--- config.mk ---
export PLATFORM = sky130hd
export DESIGN_NAME = priority_ready_queue_scheduler
export DESIGN_NICKNAME = d
export VERILOG_FILES = /design/src/design/prq_pkg.sv /design/src/design/prq_ram.sv /design/src/design/prq_ctrl.sv /design/src/design/priority_ready_queue_scheduler.sv
export SDC_FILE = /design/constraint.sdc
export NUM_CORES = 1
export LEC_CHECK = 0
export BUFFER_PORTS_ARGS = -buffer_cell sky130_fd_sc_hd__buf_4
export CAP_MARGIN = 40
export CORE_MARGIN = 5
export CORE_UTILIZATION = 50
export DETAILED_ROUTE_END_ITERATION = 12
export PLACE_DENSITY_LB_ADDON = 0.08
export SLEW_MARGIN = 20
export SYNTH_ARGS = -nofsm -noshare
export SYNTH_HDL_FRONTEND = slang
export SYNTH_SLANG_ARGS = --single-unit
export TNS_END_PERCENT = 20
--- constraint.sdc ---
create_clock -name i_clk -period 5.8 [get_ports i_clk]
set_input_delay 1.16 -clock i_clk [delete_from_list [all_inputs] [get_ports i_clk]]
set_output_delay 1.16 -clock i_clk [all_outputs]
set_load 0.01 [all_outputs]
--- src/design/prq_pkg.sv ---
// Shared types and constants of the priority ready-queue scheduler.
// Used by the controller, the top level, the checker and the testbench; depends on nothing.
`default_nettype none

package prq_pkg;

    localparam int ID_W            = 6;
    localparam int PRIO_W          = 8;
    localparam int LVL_OUT_W       = 4;
    localparam int DEF_NUM_LEVELS  = 16;
    localparam int DEF_MAX_THREADS = 64;

    typedef enum logic {
        ACT_ENQUEUE = 1'b0,
        ACT_YIELD   = 1'b1
    } t_action;

    typedef enum logic [2:0] {
        S_IDLE,
        S_APP,
        S_PICK,
        S_POP,
        S_LINK,
        S_RESULT
    } t_state;

endpackage

`default_nettype wire

--- src/design/prq_ram.sv ---
// Simple dual-port synchronous RAM: one write port, one read port, registered read data.
// Holds the level head/tail table and the thread link table; no package dependency.
`default_nettype none

module prq_ram #(
    parameter int DEPTH = 16,
    parameter int WIDTH = 8,
    parameter int AW    = $clog2(DEPTH)
) (
    input  wire logic             i_clk,
    input  wire logic             i_we,
    input  wire logic [AW-1:0]    i_waddr,
    input  wire logic [WIDTH-1:0] i_wdata,
    input  wire logic [AW-1:0]    i_raddr,
    output logic      [WIDTH-1:0] o_rdata
);

    logic [WIDTH-1:0] r_mem [DEPTH];
    logic [WIDTH-1:0] r_rdata;

    always_ff @(posedge i_clk) begin
        if (i_we) begin
            r_mem[i_waddr] <= i_wdata;
        end
    end

    always_ff @(posedge i_clk) begin
        r_rdata <= r_mem[i_raddr];
    end

    assign o_rdata = r_rdata;

endmodule

`default_nettype wire

--- src/design/prq_ctrl.sv ---
// Sequencer of the scheduler: non-empty bits, running thread, result register,
// and the read-modify-write steps on the level and link RAMs. Uses prq_pkg.
`default_nettype none

module prq_ctrl #(
    parameter int NUM_LEVELS  = prq_pkg::DEF_NUM_LEVELS,
    parameter int MAX_THREADS = prq_pkg::DEF_MAX_THREADS,
    parameter int LW          = $clog2(NUM_LEVELS),
    parameter int TW          = $clog2(MAX_THREADS)
) (
    input  wire logic                         i_clk,
    input  wire logic                         i_rst_n,
    input  wire logic                         i_in_valid,
    output logic                              o_in_ready,
    input  wire logic                         i_action,
    input  wire logic [prq_pkg::ID_W-1:0]     i_thread_id,
    input  wire logic [prq_pkg::PRIO_W-1:0]   i_priority_req,
    output logic                              o_out_valid,
    input  wire logic                         i_out_ready,
    output logic                              o_running_valid,
    output logic [prq_pkg::ID_W-1:0]          o_running_thread,
    output logic [prq_pkg::LVL_OUT_W-1:0]     o_running_priority,
    output logic                              o_all_queues_empty,
    // level RAM: {head, tail} per level
    output logic                              o_lvl_we,
    output logic [LW-1:0]                     o_lvl_waddr,
    output logic [2*prq_pkg::ID_W-1:0]        o_lvl_wdata,
    output logic [LW-1:0]                     o_lvl_raddr,
    input  wire logic [2*prq_pkg::ID_W-1:0]   i_lvl_rdata,
    // link RAM: next thread per thread
    output logic                              o_link_we,
    output logic [TW-1:0]                     o_link_waddr,
    output logic [prq_pkg::ID_W-1:0]          o_link_wdata,
    output logic [TW-1:0]                     o_link_raddr,
    input  wire logic [prq_pkg::ID_W-1:0]     i_link_rdata
);

    import prq_pkg::*;

    t_state                r_state, n_state;
    logic [NUM_LEVELS-1:0] r_nonempty, n_nonempty;
    logic                  r_run_flag, n_run_flag;
    logic [ID_W-1:0]       r_run_id, n_run_id;
    logic [LW-1:0]         r_run_lvl, n_run_lvl;
    t_action               r_act, n_act;
    logic [ID_W-1:0]       r_id, n_id;
    logic [LW-1:0]         r_lvl, n_lvl;
    logic [ID_W-1:0]       r_tail, n_tail;
    logic                  r_out_valid, n_out_valid;
    logic                  r_out_flag;
    logic [ID_W-1:0]       r_out_id;
    logic [LW-1:0]         r_out_lvl;
    logic                  r_out_empty;
    logic                  n_out_load, n_out_empty;

    logic [LW-1:0]         in_lvl;
    logic                  id_ok;
    logic [LW-1:0]         pick_lvl;
    logic                  pick_found;
    logic [ID_W-1:0]       lvl_head, lvl_tail;
    logic                  out_free;

    assign lvl_head = i_lvl_rdata[2*ID_W-1:ID_W];
    assign lvl_tail = i_lvl_rdata[ID_W-1:0];
    assign out_free = !r_out_valid || i_out_ready;

    always_comb begin
        if (int'(i_priority_req) >= NUM_LEVELS) begin
            in_lvl = LW'(NUM_LEVELS - 1);
        end else begin
            in_lvl = LW'(i_priority_req);
        end
        id_ok = int'(i_thread_id) < MAX_THREADS;
    end

    // Highest non-empty level; later iterations override earlier ones.
    always_comb begin
        pick_lvl   = '0;
        pick_found = 1'b0;
        for (int i = 0; i < NUM_LEVELS; i++) begin
            if (r_nonempty[i]) begin
                pick_lvl   = LW'(i);
                pick_found = 1'b1;
            end
        end
    end

    always_ff @(posedge i_clk) begin
        if (!i_rst_n) begin
            r_state     <= S_IDLE;
            r_nonempty  <= '0;
            r_run_flag  <= 1'b0;
            r_run_id    <= '0;
            r_run_lvl   <= '0;
            r_out_valid <= 1'b0;
        end else begin
            r_state     <= n_state;
            r_nonempty  <= n_nonempty;
            r_run_flag  <= n_run_flag;
            r_run_id    <= n_run_id;
            r_run_lvl   <= n_run_lvl;
            r_out_valid <= n_out_valid;
        end
    end

    always_ff @(posedge i_clk) begin
        r_act  <= n_act;
        r_id   <= n_id;
        r_lvl  <= n_lvl;
        r_tail <= n_tail;
        if (n_out_load) begin
            r_out_flag  <= r_run_flag;
            r_out_id    <= r_run_id;
            r_out_lvl   <= r_run_lvl;
            r_out_empty <= n_out_empty;
        end
    end

    always_comb begin
        n_state     = r_state;
        n_nonempty  = r_nonempty;
        n_run_flag  = r_run_flag;
        n_run_id    = r_run_id;
        n_run_lvl   = r_run_lvl;
        n_act       = r_act;
        n_id        = r_id;
        n_lvl       = r_lvl;
        n_tail      = r_tail;
        n_out_valid = r_out_valid && !i_out_ready;
        n_out_load  = 1'b0;
        n_out_empty = ~|r_nonempty;

        o_lvl_we     = 1'b0;
        o_lvl_waddr  = r_lvl;
        o_lvl_wdata  = {lvl_head, r_id};
        o_lvl_raddr  = r_lvl;
        o_link_we    = 1'b0;
        o_link_waddr = TW'(lvl_tail);
        o_link_wdata = r_id;
        o_link_raddr = TW'(lvl_head);

        case (r_state)
            S_IDLE: begin
                if (i_in_valid) begin
                    n_act = t_action'(i_action);
                    if (t_action'(i_action) == ACT_ENQUEUE) begin
                        n_id        = i_thread_id;
                        n_lvl       = in_lvl;
                        o_lvl_raddr = in_lvl;
                        n_state     = id_ok ? S_APP : S_RESULT;
                    end else begin
                        // A yield first puts the running thread back at its level.
                        n_id        = r_run_id;
                        n_lvl       = r_run_lvl;
                        o_lvl_raddr = r_run_lvl;
                        n_state     = r_run_flag ? S_APP : S_PICK;
                    end
                end
            end
            S_APP: begin
                o_lvl_we = 1'b1;
                if (r_nonempty[r_lvl]) begin
                    o_link_we   = 1'b1;
                    o_lvl_wdata = {lvl_head, r_id};
                end else begin
                    o_lvl_wdata = {r_id, r_id};
                end
                n_nonempty[r_lvl] = 1'b1;
                if (r_act == ACT_YIELD) begin
                    n_state = S_PICK;
                end else if (out_free) begin
                    // The level just appended to is non-empty, so the queues are too.
                    n_out_load  = 1'b1;
                    n_out_empty = 1'b0;
                    n_state     = S_IDLE;
                end else begin
                    n_state = S_RESULT;
                end
            end
            S_PICK: begin
                if (!pick_found) begin
                    n_run_flag = 1'b0;
                    n_run_id   = '0;
                    n_run_lvl  = '0;
                    n_state    = S_RESULT;
                end else begin
                    n_lvl       = pick_lvl;
                    o_lvl_raddr = pick_lvl;
                    n_state     = S_POP;
                end
            end
            S_POP: begin
                n_run_flag = 1'b1;
                n_run_id   = lvl_head;
                n_run_lvl  = r_lvl;
                if (lvl_head == lvl_tail) begin
                    n_nonempty[r_lvl] = 1'b0;
                    n_state           = S_RESULT;
                end else begin
                    n_tail  = lvl_tail;
                    n_state = S_LINK;
                end
            end
            S_LINK: begin
                o_lvl_we    = 1'b1;
                o_lvl_wdata = {i_link_rdata, r_tail};
                n_state     = S_RESULT;
            end
            S_RESULT: begin
                if (out_free) begin
                    n_out_load = 1'b1;
                    n_state    = S_IDLE;
                end
            end
            default: begin
                n_state = S_IDLE;
            end
        endcase

        if (n_out_load) begin
            n_out_valid = 1'b1;
        end
    end

    assign o_in_ready         = (r_state == S_IDLE);
    assign o_out_valid        = r_out_valid;
    assign o_running_valid    = r_out_flag;
    assign o_running_thread   = r_out_id;
    assign o_running_priority = LVL_OUT_W'(r_out_lvl);
    assign o_all_queues_empty = r_out_empty;

endmodule

`default_nettype wire

--- src/design/priority_ready_queue_scheduler.sv ---
// Priority ready-queue scheduler. Each of NUM_LEVELS levels is a FIFO of thread ids
// kept as a linked list: a level RAM holds head and tail per level, a link RAM holds
// the next id per thread, and a register holds one non-empty bit per level. An
// enqueue word appends its thread at its level and then loads its result; a yield
// re-appends the running thread if any, picks the highest non-empty level, reads
// its head and, where that level holds more than one thread, its link (re-append,
// pick, head read, link read), each step waiting on the registered read data of the
// two RAMs. A result that cannot leave the output register adds its stall.
// One word is worked on at a time; the result sits in an output register, so a
// new word is accepted while the previous result waits. No clearing pass follows
// reset: entries are read only where a non-empty bit says they were written.
// Depends on prq_pkg, prq_ctrl and prq_ram.
`default_nettype none

module priority_ready_queue_scheduler #(
    parameter int NUM_LEVELS  = prq_pkg::DEF_NUM_LEVELS,
    parameter int MAX_THREADS = prq_pkg::DEF_MAX_THREADS
) (
    input  wire logic                         i_clk,
    input  wire logic                         i_rst_n,
    input  wire logic                         i_in_valid,
    output logic                              o_in_ready,
    input  wire logic                         i_action,
    input  wire logic [prq_pkg::ID_W-1:0]     i_thread_id,
    input  wire logic [prq_pkg::PRIO_W-1:0]   i_priority_req,
    output logic                              o_out_valid,
    input  wire logic                         i_out_ready,
    output logic                              o_running_valid,
    output logic [prq_pkg::ID_W-1:0]          o_running_thread,
    output logic [prq_pkg::LVL_OUT_W-1:0]     o_running_priority,
    output logic                              o_all_queues_empty
);

    import prq_pkg::*;

    localparam int LW = $clog2(NUM_LEVELS);
    localparam int TW = $clog2(MAX_THREADS);

    logic                lvl_we;
    logic [LW-1:0]       lvl_waddr, lvl_raddr;
    logic [2*ID_W-1:0]   lvl_wdata, lvl_rdata;
    logic                link_we;
    logic [TW-1:0]       link_waddr, link_raddr;
    logic [ID_W-1:0]     link_wdata, link_rdata;

    prq_ctrl #(
        .NUM_LEVELS  (NUM_LEVELS),
        .MAX_THREADS (MAX_THREADS)
    ) u_ctrl (
        .i_clk              (i_clk),
        .i_rst_n            (i_rst_n),
        .i_in_valid         (i_in_valid),
        .o_in_ready         (o_in_ready),
        .i_action           (i_action),
        .i_thread_id        (i_thread_id),
        .i_priority_req     (i_priority_req),
        .o_out_valid        (o_out_valid),
        .i_out_ready        (i_out_ready),
        .o_running_valid    (o_running_valid),
        .o_running_thread   (o_running_thread),
        .o_running_priority (o_running_priority),
        .o_all_queues_empty (o_all_queues_empty),
        .o_lvl_we           (lvl_we),
        .o_lvl_waddr        (lvl_waddr),
        .o_lvl_wdata        (lvl_wdata),
        .o_lvl_raddr        (lvl_raddr),
        .i_lvl_rdata        (lvl_rdata),
        .o_link_we          (link_we),
        .o_link_waddr       (link_waddr),
        .o_link_wdata       (link_wdata),
        .o_link_raddr       (link_raddr),
        .i_link_rdata       (link_rdata)
    );

    prq_ram #(
        .DEPTH (NUM_LEVELS),
        .WIDTH (2 * ID_W)
    ) u_lvl_ram (
        .i_clk   (i_clk),
        .i_we    (lvl_we),
        .i_waddr (lvl_waddr),
        .i_wdata (lvl_wdata),
        .i_raddr (lvl_raddr),
        .o_rdata (lvl_rdata)
    );

    prq_ram #(
        .DEPTH (MAX_THREADS),
        .WIDTH (ID_W)
    ) u_link_ram (
        .i_clk   (i_clk),
        .i_we    (link_we),
        .i_waddr (link_waddr),
        .i_wdata (link_wdata),
        .i_raddr (link_raddr),
        .o_rdata (link_rdata)
    );

endmodule

`default_nettype wire

==> results.toml, run 1 <==
[finish]
drive_above_1_share_pct = 22.8
multi_input_area_um2 = 6120
antenna_cells = 0
regArea_um2 = 19100
finalNetCount = 1496
syn_to_final_growth_pct = 13.6
fillCellCount = 3876

[grt]
track_usage_pct = 20.6
first_global_vias = 13400
overflow = 0
grt_max_degree = 67
grt_pass1_wl_um = 87000
antenna_found_initial = 1

[drt]
drt_wl_total_um = 57600
avgRoutedWirePerCell_um = 26.0
drc_errors = 0
vias_per_cell = 5.96
dr.pass1.iters = 5
antenna_left = 0
vias = 13200
drtIter0Drc = 1155

[sta]
final-hold-violation-count = 0
slew_violations = 0
skew_ns = 0.0233
rsz0062_at_grt = "false"
finalCritPeriodShare_pct = 63.5
setup_viol = 0
period_needed_ns = 3.68
finalSetupTns_ns = 0
slew_headroom_pct = 43.8
fmax_ghz = 0.271
fin_ws_ns = 2.12
worst_pin_slew_ns = 0.842

[power]
swShare_pct = 29.9
clockPowerShare_pct = 31.6
p_per_area_nw_per_um2 = 485
p_switching_mw = 4.22
ir_drop_uv = 317
combPwrFrac_pct = 26.0
seqPwrFrac_pct = 42.5
leakagePower_nw = 9.27
power.internal_mw = 9.89

[critical_path]
crit_fanout = 51
cpMostUsedCell = "buf_4"
path_buf_inv = 3
crit_path_max_incr_delay_ns = 0.53
cp.required_ns = 6.26
reg2reg_depth = 6
r2r-end = "u_link_ram.r_mem[14][4]"
critPathTopFamily = "simple AND/OR/NAND/NOR gates"
worstSetupPathType = "primary input to register"
cp_slowest_cell = "or4_1"
startpoint_type = "primary input"
end_kind = "register"
arrival_ns = 4.15
ff2ff_setup_slack_ns = 2.16
r2r-start = "u_ctrl.o_lvl_waddr[0]"
path_cells = "buf_4, or4_1, or2_2, o221a_2, a221oi_4, buf_4, nor2_1, buf_4, a221o_1, o22ai_1, nor3_1"

[hold_path]
hold_end = "u_ctrl.o_running_priority[2]"
min_from = "u_ctrl.r_run_lvl[2]"
hold_depth = 0
hold_class = "register to register"

[floorplanning]
fp-row-count = 83
die_w_um = 236
start_util_pct = 50.2
core_um2 = 51000
die_h_um = 236
io_pins = 33
fp.dieArea_um2 = 55800

[synthesis]
synth_commonest_cells = "601 x edfxtp_1, 131 x mux4_2, 115 x nor2_1"
synth_edf_count = 601
syn_inst = 1404
synth.net_count = 1423
synth_top_area_share_pct = 70.5
synth_area_leaders = "edfxtp_1 70%, mux4_2 12%, dfxtp_1 4.1%"
yosys.area.top_type = "edfxtp_1"
synth-async-reset-ratio_pct = 0
ys.flop_type = "edfxtp_1"
syn_area_per_cell_um2 = 18.2
netlist_area_um2 = 25600
ys_seq_elements = 654
synth.most_common_cell = "edfxtp_1"
ys_seq_area_share_pct = 74.6
synthDistinctLibCells = 61
yosysWarnings = 0

[clock_network]
cts_tree = "done"
postCtsSetupRepairBufs = 0
clkLatencyLatePin_ns = 0.60
root_buffer = "clkbuf_16"
clkTransAtPathRegs_ns = 0.06
cts.repair.resized = 0
clk_path_buf_depth = 3
clock_sinks = 654
numCtsBuffers = 70
hold_buffers = 0
cts_htree_levels = 3

[placement]
gp_congestion = 0.798
dpl_worst_slack_ns = 1.48
hpwl_um = 34600
port-buffer-count = 32

[run_status]
status = "completed"

[job]
maxCapViolCount = 0
## state kept, by name, summed over array words and instances (netlist names), 6 cells and up, named ones only
register                 count
u_link_ram.o_rdata           6
u_lvl_ram.r_mem            192
u_ctrl.r_tail                6
u_link_ram.r_mem           384
u_ctrl.o_running_thread      6
u_ctrl.r_run_id              6
u_lvl_ram.o_rdata           12
u_ctrl.o_link_wdata          6
## kinds of logic (layout without fill, tap and decap cells)
| group | Yosys count | count (layout) | share of synthesized area, % |
|---|---|---|---|
| AOI/OAI and AO/OA | 181 | 181 | 5.13 |
| xor gates and xnor gates | 6 | 6 | 0.205 |
| muxes | 169 | 169 | 13.1 |
| and+or+nand+nor | 297 | 297 | 5.30 |
| DFF | 654 | 654 | 74.6 |
| buffers and inverters | 97 | 225 | 1.58 |
## worst register-to-register path, cell delays in order, from the launching register on
cell	delay, ns
dfxtp_1	0.73
mux4_2	0.36
mux4_2	0.33
and2_1	0.18
nor2b_1	0.31
nand3_1	0.62
nor2_1	0.76
## power by group through the flow
| stage | combinational (mW) | clock (mW) | sequential (mW) |
|---|---|---|---|
| 6_report | 3.66 | 4.45 | 5.99 |
| 5_1_grt | 3.96 | 4.74 | 6.01 |
| 4_1_cts | 3.73 | 4.53 | 6.00 |
| 3_5_place_dp | 3.71 | 0 | 6.09 |
| 3_3_place_gp | 3.63 | 0 | 6.09 |
| 2_1_floorplan | 2.61 | 0 | 5.89 |
## layout by cell type, fill, tap and decap left out, types with 14 or more instances in the layout
cell type / count
edfxtp_1: 601
mux4_2: 131
nor2_1: 114
nand2_1: 82
clkbuf_16: 73
buf_4: 73
dfxtp_1: 51
a21oi_1: 48
nand3_1: 28
a221o_1: 20
o22ai_1: 19
a22oi_1: 16
a311oi_1: 16
clkbuf_1: 16
mux2i_1: 14
## worst max path at each step
stage | startpoint | endpoint | slack (ns) | depth (start not counted)
2_1_floorplan | i_action | u_lvl_ram.o_rdata[9] | 2.07 | 11
3_3_place_gp | i_priority_req[7] | u_lvl_ram.o_rdata[10] | 1.51 | 11
3_5_place_dp | i_priority_req[7] | u_lvl_ram.o_rdata[0] | 1.48 | 11
4_1_cts | i_priority_req[7] | u_lvl_ram.o_rdata[0] | 2.12 | 11
5_1_grt | u_ctrl.r_state[1] | u_lvl_ram.o_rdata[2] | 1.87 | 11
6_report | i_priority_req[7] | u_lvl_ram.o_rdata[0] | 2.12 | 11
## area by class of cell
| class | count | share of cell area [%] |
|---|---|---|
| Multi-Input combinational cell | 653 | 21.0 |
| Inverter | 17 | 0.219 |
| Sequential cell | 654 | 65.7 |
| Clock inverter | 33 | 1.20 |
| Timing Repair Buffer | 81 | 2.19 |
| Tap cell | 680 | 2.92 |
| Clock buffer | 94 | 6.72 |
## routing by layer
metal | GRT usage, % | routed length, um
met2 | 33.9 | 28700
met5 | 0 | 19
met1 | 28.7 | 24500
met3 | 4.08 | 2910
met4 | 5.46 | 1440
## stage by stage
| stage | power [mW] | hold slack (ns) | area [um^2] | util, % | cells |
|---|---|---|---|---|---|
| finish | 14.1 | 0.473 | 29100 | 57.0 | 2212 |
| global route | 14.7 | 0.489 | 29100 | 57.0 | 2212 |
| detailed placement | 9.80 | 0.451 | 26800 | 52.5 | 2082 |
| CTS | 14.3 | 0.469 | 29100 | 57.0 | 2209 |
| global placement | 9.72 | 0.439 | 26700 | 52.3 | 2076 |
| floorplan | 8.50 | 0.406 | 25600 | - | 1404 |
(Power assumes the default switching activity.)
==> run 2, diff against run 1 <==
==> constraint.sdc (replaced) <==
create_clock -name i_clk -period 3 [get_ports i_clk]
set_input_delay 0.6 -clock i_clk [delete_from_list [all_inputs] [get_ports i_clk]]
set_output_delay 0.6 -clock i_clk [all_outputs]
set_load 0.01 [all_outputs]
==> run 2 against run 1 <==
  * Sequential cell count stayed put
  * Sequential share of layout area is 2.4 points lower
  * Final cell count increased by 5.4%
  * Power grew 97%
  * Critical path type is now register to register
  * Critical endpoint is now u_lvl_ram.o_rdata[8]
  * Largest cell class unchanged
  * Highest routed layer is now met4
==> results.toml, run 2 (same netlist as run 1, synthesis figures left out) <==
[run_status]
status = "completed"

[finish]
syn_to_final_growth_pct = 18.0
drive_above_1_share_pct = 29.0
multi_input_area_um2 = 6170
finalNetCount = 1621
top_register = "u_link_ram.r_mem"
largest_reg_flops = 384
antenna_cells = 0
fillCellCount = 3724
stdcell_area_um2 = 30200
final_cells = 2332
final_cell_mix = "601 x edfxtp_1, 184 x buf_4, 131 x mux4_2"
layout_commonest_cell = "edfxtp_1"
regArea_um2 = 19100

[drt]
drt_wl_total_um = 57900
wl_met1_um = 25000
top_layer = "met4"
vias = 13700
vias_per_cell = 5.85
avgRoutedWirePerCell_um = 24.8
dr.pass1.iters = 5
drtIter0Drc = 1022
wl_met3_um = 3050
wl_met2_um = 28600
antenna_left = 0
drc_errors = 0

[clock_network]
clkTransAtPathRegs_ns = 0.06
numCtsBuffers = 69
clk_path_buf_depth = 3
cts_htree_levels = 3
cts_tree = "done"
hold_buffers = 0
clkLatencyLatePin_ns = 0.60
root_buffer = "clkbuf_16"
clock_sinks = 654
postCtsSetupRepairBufs = 0

[grt]
track_usage_pct = 20.9
overflow = 0
first_global_vias = 13800
grt_max_degree = 65
antenna_found_initial = 0
grt_pass1_wl_um = 88400

[floorplanning]
die_h_um = 236
die_w_um = 236
fp-row-count = 83
io_pins = 33
start_util_pct = 50.2
fp.dieArea_um2 = 55800
core_um2 = 51000

[power]
clockPowerShare_pct = 29.7
seqPwrFrac_pct = 41.1
p_per_area_nw_per_um2 = 918
leakagePower_nw = 9.96
ir_drop_uv = 493
power.internal_mw = 19.5
combPwrFrac_pct = 29.2
finalPower_mw = 27.7
swShare_pct = 29.8
p_switching_mw = 8.27

[placement]
gp_congestion = 0.810
hpwl_um = 37900
dp_cells = 2210
dpl_worst_slack_ns = -0.295
port-buffer-count = 32
placed_cell_area_um2 = 27900

[sta]
setup_viol = 0
period_needed_ns = 2.95
finalCritPeriodShare_pct = 98.2
slew_headroom_pct = 48.2
fin_ws_ns = 0.0539
final-hold-violation-count = 0
slew_violations = 0
skew_ns = 0.0140
rsz0062_at_grt = "true"
finalSetupTns_ns = 0
worst_pin_slew_ns = 0.776
fmax_ghz = 0.339

[job]
maxCapViolCount = 0

[critical_path]
worstSetupPathType = "register to register"
end_kind = "register"
arrival_ns = 3.42
startpoint_type = "register"
cp.required_ns = 3.48
crit_fanout = 23

[hold_path]
min_from = "i_rst_n"
hold_class = "primary input to register"
-- run 2: changes by cell type in the layout (fill, tap and decap cells not counted), sizes merged --
cell,delta
buf,+127
clkinvlp,+1
clkinv,+5
inv,-2
bufinv,-3
clkbuf,-8
-- run 2: power groups by stage --
stage               clock network, mW  logic [mW]  registers (mW)
finish                           8.22        8.10            11.4
global route                     8.82        8.72            11.4
CTS                              8.43        8.16            11.4
detailed placement                  0        8.14            11.6
global placement                    0        8.02            11.6
floorplan                           0        5.07            11.4
-- run 2: cell type report --
| cell class | count | share of cell area (%) |
|---|---|---|
| Clock inverter | 34 | 0.957 |
| Tap cell | 680 | 2.82 |
| Multi-Input combinational cell | 653 | 20.4 |
| Timing Repair Buffer | 207 | 6.01 |
| Sequential cell | 654 | 63.3 |
| Inverter | 17 | 0.211 |
| Clock buffer | 87 | 6.29 |
-- run 2: critical path: stages, from the launching register on --
cell	delay, ns
dfxtp_1	0.31
or4_4	0.58
nor4_4	0.32
buf_4	0.18
a22o_4	0.15
a221oi_4	0.08
inv_2	0.10
buf_12	0.19
mux2_1	0.34
a221o_1	0.32
o22ai_1	0.17
nor3_1	0.08
-- run 2: timing repair --
action                     in CTS  in global routing
setup endpoints to repair      12                 36
pin swaps                       0                  3
gates resized for setup         2                  9
-- run 2: stage by stage --
stage,hold WS (ns),util [%]
after floorplan,0.406,-
after global placement,0.444,54.8
after detailed placement,0.443,54.8
after CTS,0.257,59.1
after global routing,0.301,59.2
final,0.299,59.2
-- run 2: worst paths after layout --
check / endpoint / slack [ns] / depth (start not counted)
worst max-delay path: u_lvl_ram.o_rdata[8] / 0.05 / 11
worst min-delay path: register / 0.30 / 2
worst max register to register: u_lvl_ram.o_rdata[8] / 0.05 / 11
worst min register to register: u_ctrl.o_running_valid / 0.45 / 0
-- run 2: per-layer routing --
metal,track usage (%),vias up
met5,0,-
met4,6.37,0
met3,3.47,87
met2,33.8,389
met1,29.8,7067
li1,-,6109
==> run 3, diff against run 2 <==
--- a/config.mk
+++ b/config.mk
@@ -9,6 +9,7 @@
 export CAP_MARGIN = 40
 export CORE_MARGIN = 5
 export CORE_UTILIZATION = 50
+export CTS_BUF_LIST = sky130_fd_sc_hd__clkbuf_2
 export DETAILED_ROUTE_END_ITERATION = 12
 export PLACE_DENSITY_LB_ADDON = 0.08
 export SLEW_MARGIN = 20
==> run 3 against run 2 <==
  * The flow now finishes with violations (setup timing)
  * Clock skew up 0.062 ns
  * Power down 7.1%
  * Sequential power about the same
  * First-iteration DRC count up 0.20%
==> results.toml, run 3 (same netlist as run 1, synthesis figures left out) <==
[drt]
dr.pass1.iters = 7
drc_errors = 0
antenna_left = 0
vias_per_cell = 5.61
drtIter0Drc = 1024
drt_wl_total_um = 59000
vias = 14300
avgRoutedWirePerCell_um = 23.2

[grt]
antenna_found_initial = 2
grt_pass1_wl_um = 90100
overflow = 0
first_global_vias = 14800
grt_max_degree = 65
track_usage_pct = 21.5

[finish]
multi_input_area_um2 = 6200
finalNetCount = 1744
layout_commonest_cell = "edfxtp_1"
drive_above_1_share_pct = 34.9
syn_to_final_growth_pct = 17.0
top_register = "u_link_ram.r_mem"
fillCellCount = 3906
largest_reg_flops = 384
regArea_um2 = 19100
final_cell_mix = "601 x edfxtp_1, 230 x clkbuf_2, 183 x buf_4"

[floorplanning]
fp-row-count = 83
die_w_um = 236
die_h_um = 236
io_pins = 33
start_util_pct = 50.2
fp.dieArea_um2 = 55800
core_um2 = 51000

[run_status]
status = "finished with violations"
violations = "setup timing"

[clock_network]
clkTransAtPathRegs_ns = 0.10
numCtsBuffers = 166
clkLatencyLatePin_ns = 1.35
clk_path_buf_depth = 3
root_buffer = "clkbuf_2"
cts_htree_levels = 4
postCtsSetupRepairBufs = 0
clock_sinks = 654
cts_tree = "done"

[critical_path]
worstSetupPathType = "register to register"
arrival_ns = 4.27
crit_fanout = 11
end_kind = "register"
startpoint_type = "register"
cp.required_ns = 4.22
reg2reg_depth = 10

[sta]
slew_headroom_pct = 39.9
skew_ns = 0.0756
fmax_ghz = 0.328
final-hold-violation-count = 0
setup_viol = 1
slew_violations = 0
period_needed_ns = 3.05
rsz0062_at_grt = "true"
finalCritPeriodShare_pct = 102
fin_ws_ns = -0.0495
worst_pin_slew_ns = 0.901
finalSetupTns_ns = -0.0495
hold_ws_ns = 0.143

[power]
finalPower_mw = 25.7
p_per_area_nw_per_um2 = 860
ir_drop_uv = 429
leakagePower_nw = 10.2

[placement]
gp_congestion = 0.810
hpwl_um = 37900
port-buffer-count = 32

[job]
maxCapViolCount = 0

[hold_path]
hold_class = "primary input to register"
min_from = "i_priority_req[6]"
hold_depth = 7
==> run 3: cell types whose count changed in the layout (fill, tap and decap cells not counted), sizes merged <==
cell	previous run	this run
dlygate4sd3	0	24
clkinvlp	1	6
diode	0	7
bufbuf	0	1
clkbuf	87	231
inv	18	20
clkinv	28	56
==> run 3: layout make-up <==
type	count	area share (%)
antenna	7	0.0585
clock buffer	230	3.84
clock inverter	69	1.40
inverter	17	0.221
multi-input combinational	653	20.7
sequential	654	63.9
tap	680	2.84
timing repair buffer	233	7.08
==> run 3: report_power, final <==
part	internal, mW	leakage [nW]	total [mW]	switching [mW]
Clock	2.47	1.15	6.05	3.58
Combinational	3.82	3.16	8.31	4.49
Sequential	10.9	5.87	11.4	0.466
==> run 3: repair_timing <==
item	4_1_cts	5_1_grt
pin swaps	3	5
gates resized for setup	4	17
cloned	1	1
endpoints found under the setup margin	12	23
hold endpoints to repair	61	0
hold buffers	24	0
==> run 3: metrics by stage <==
stage                     utilization [%]  cell area, um^2  setup WS [ns]  std cells
final                                58.7            29900        -0.0495       2543
after global placement               54.8            27900         -0.282       2208
after CTS                            58.5            29800       -0.00498       2534
after global routing                 58.7            29900         -0.111       2540
after detailed placement             54.8            27900         -0.295       2210
after floorplan                         -            25600         -0.118       1404
==> run 3: per-layer routing <==
metal	up-vias	GRT usage (%)	wire length [um]
li1	6481	-	-
met1	7229	29.2	25100
met2	471	34.3	29100
met3	97	5.28	3440
met4	0	7.78	1400
met5	-	0	0
==> run 3: final timing paths <==
path / to / slack (ns)
min: u_ctrl.o_lvl_waddr[1] / 0.14
max reg2reg: u_lvl_ram.o_rdata[9] / -0.05
min reg2reg: u_ctrl.o_running_valid / 0.46
max: u_lvl_ram.o_rdata[9] / -0.05
==> run 3: critical path: stages (launching register included) <==
cell	delay [ns]
dfxtp_2	0.33
or4_4	0.58
nor4_4	0.35
nor2_2	0.08
a221oi_4	0.36
inv_4	0.11
bufbuf_16	0.31
buf_4	0.14
nand2_1	0.06
a311oi_1	0.12
or4_1	0.51
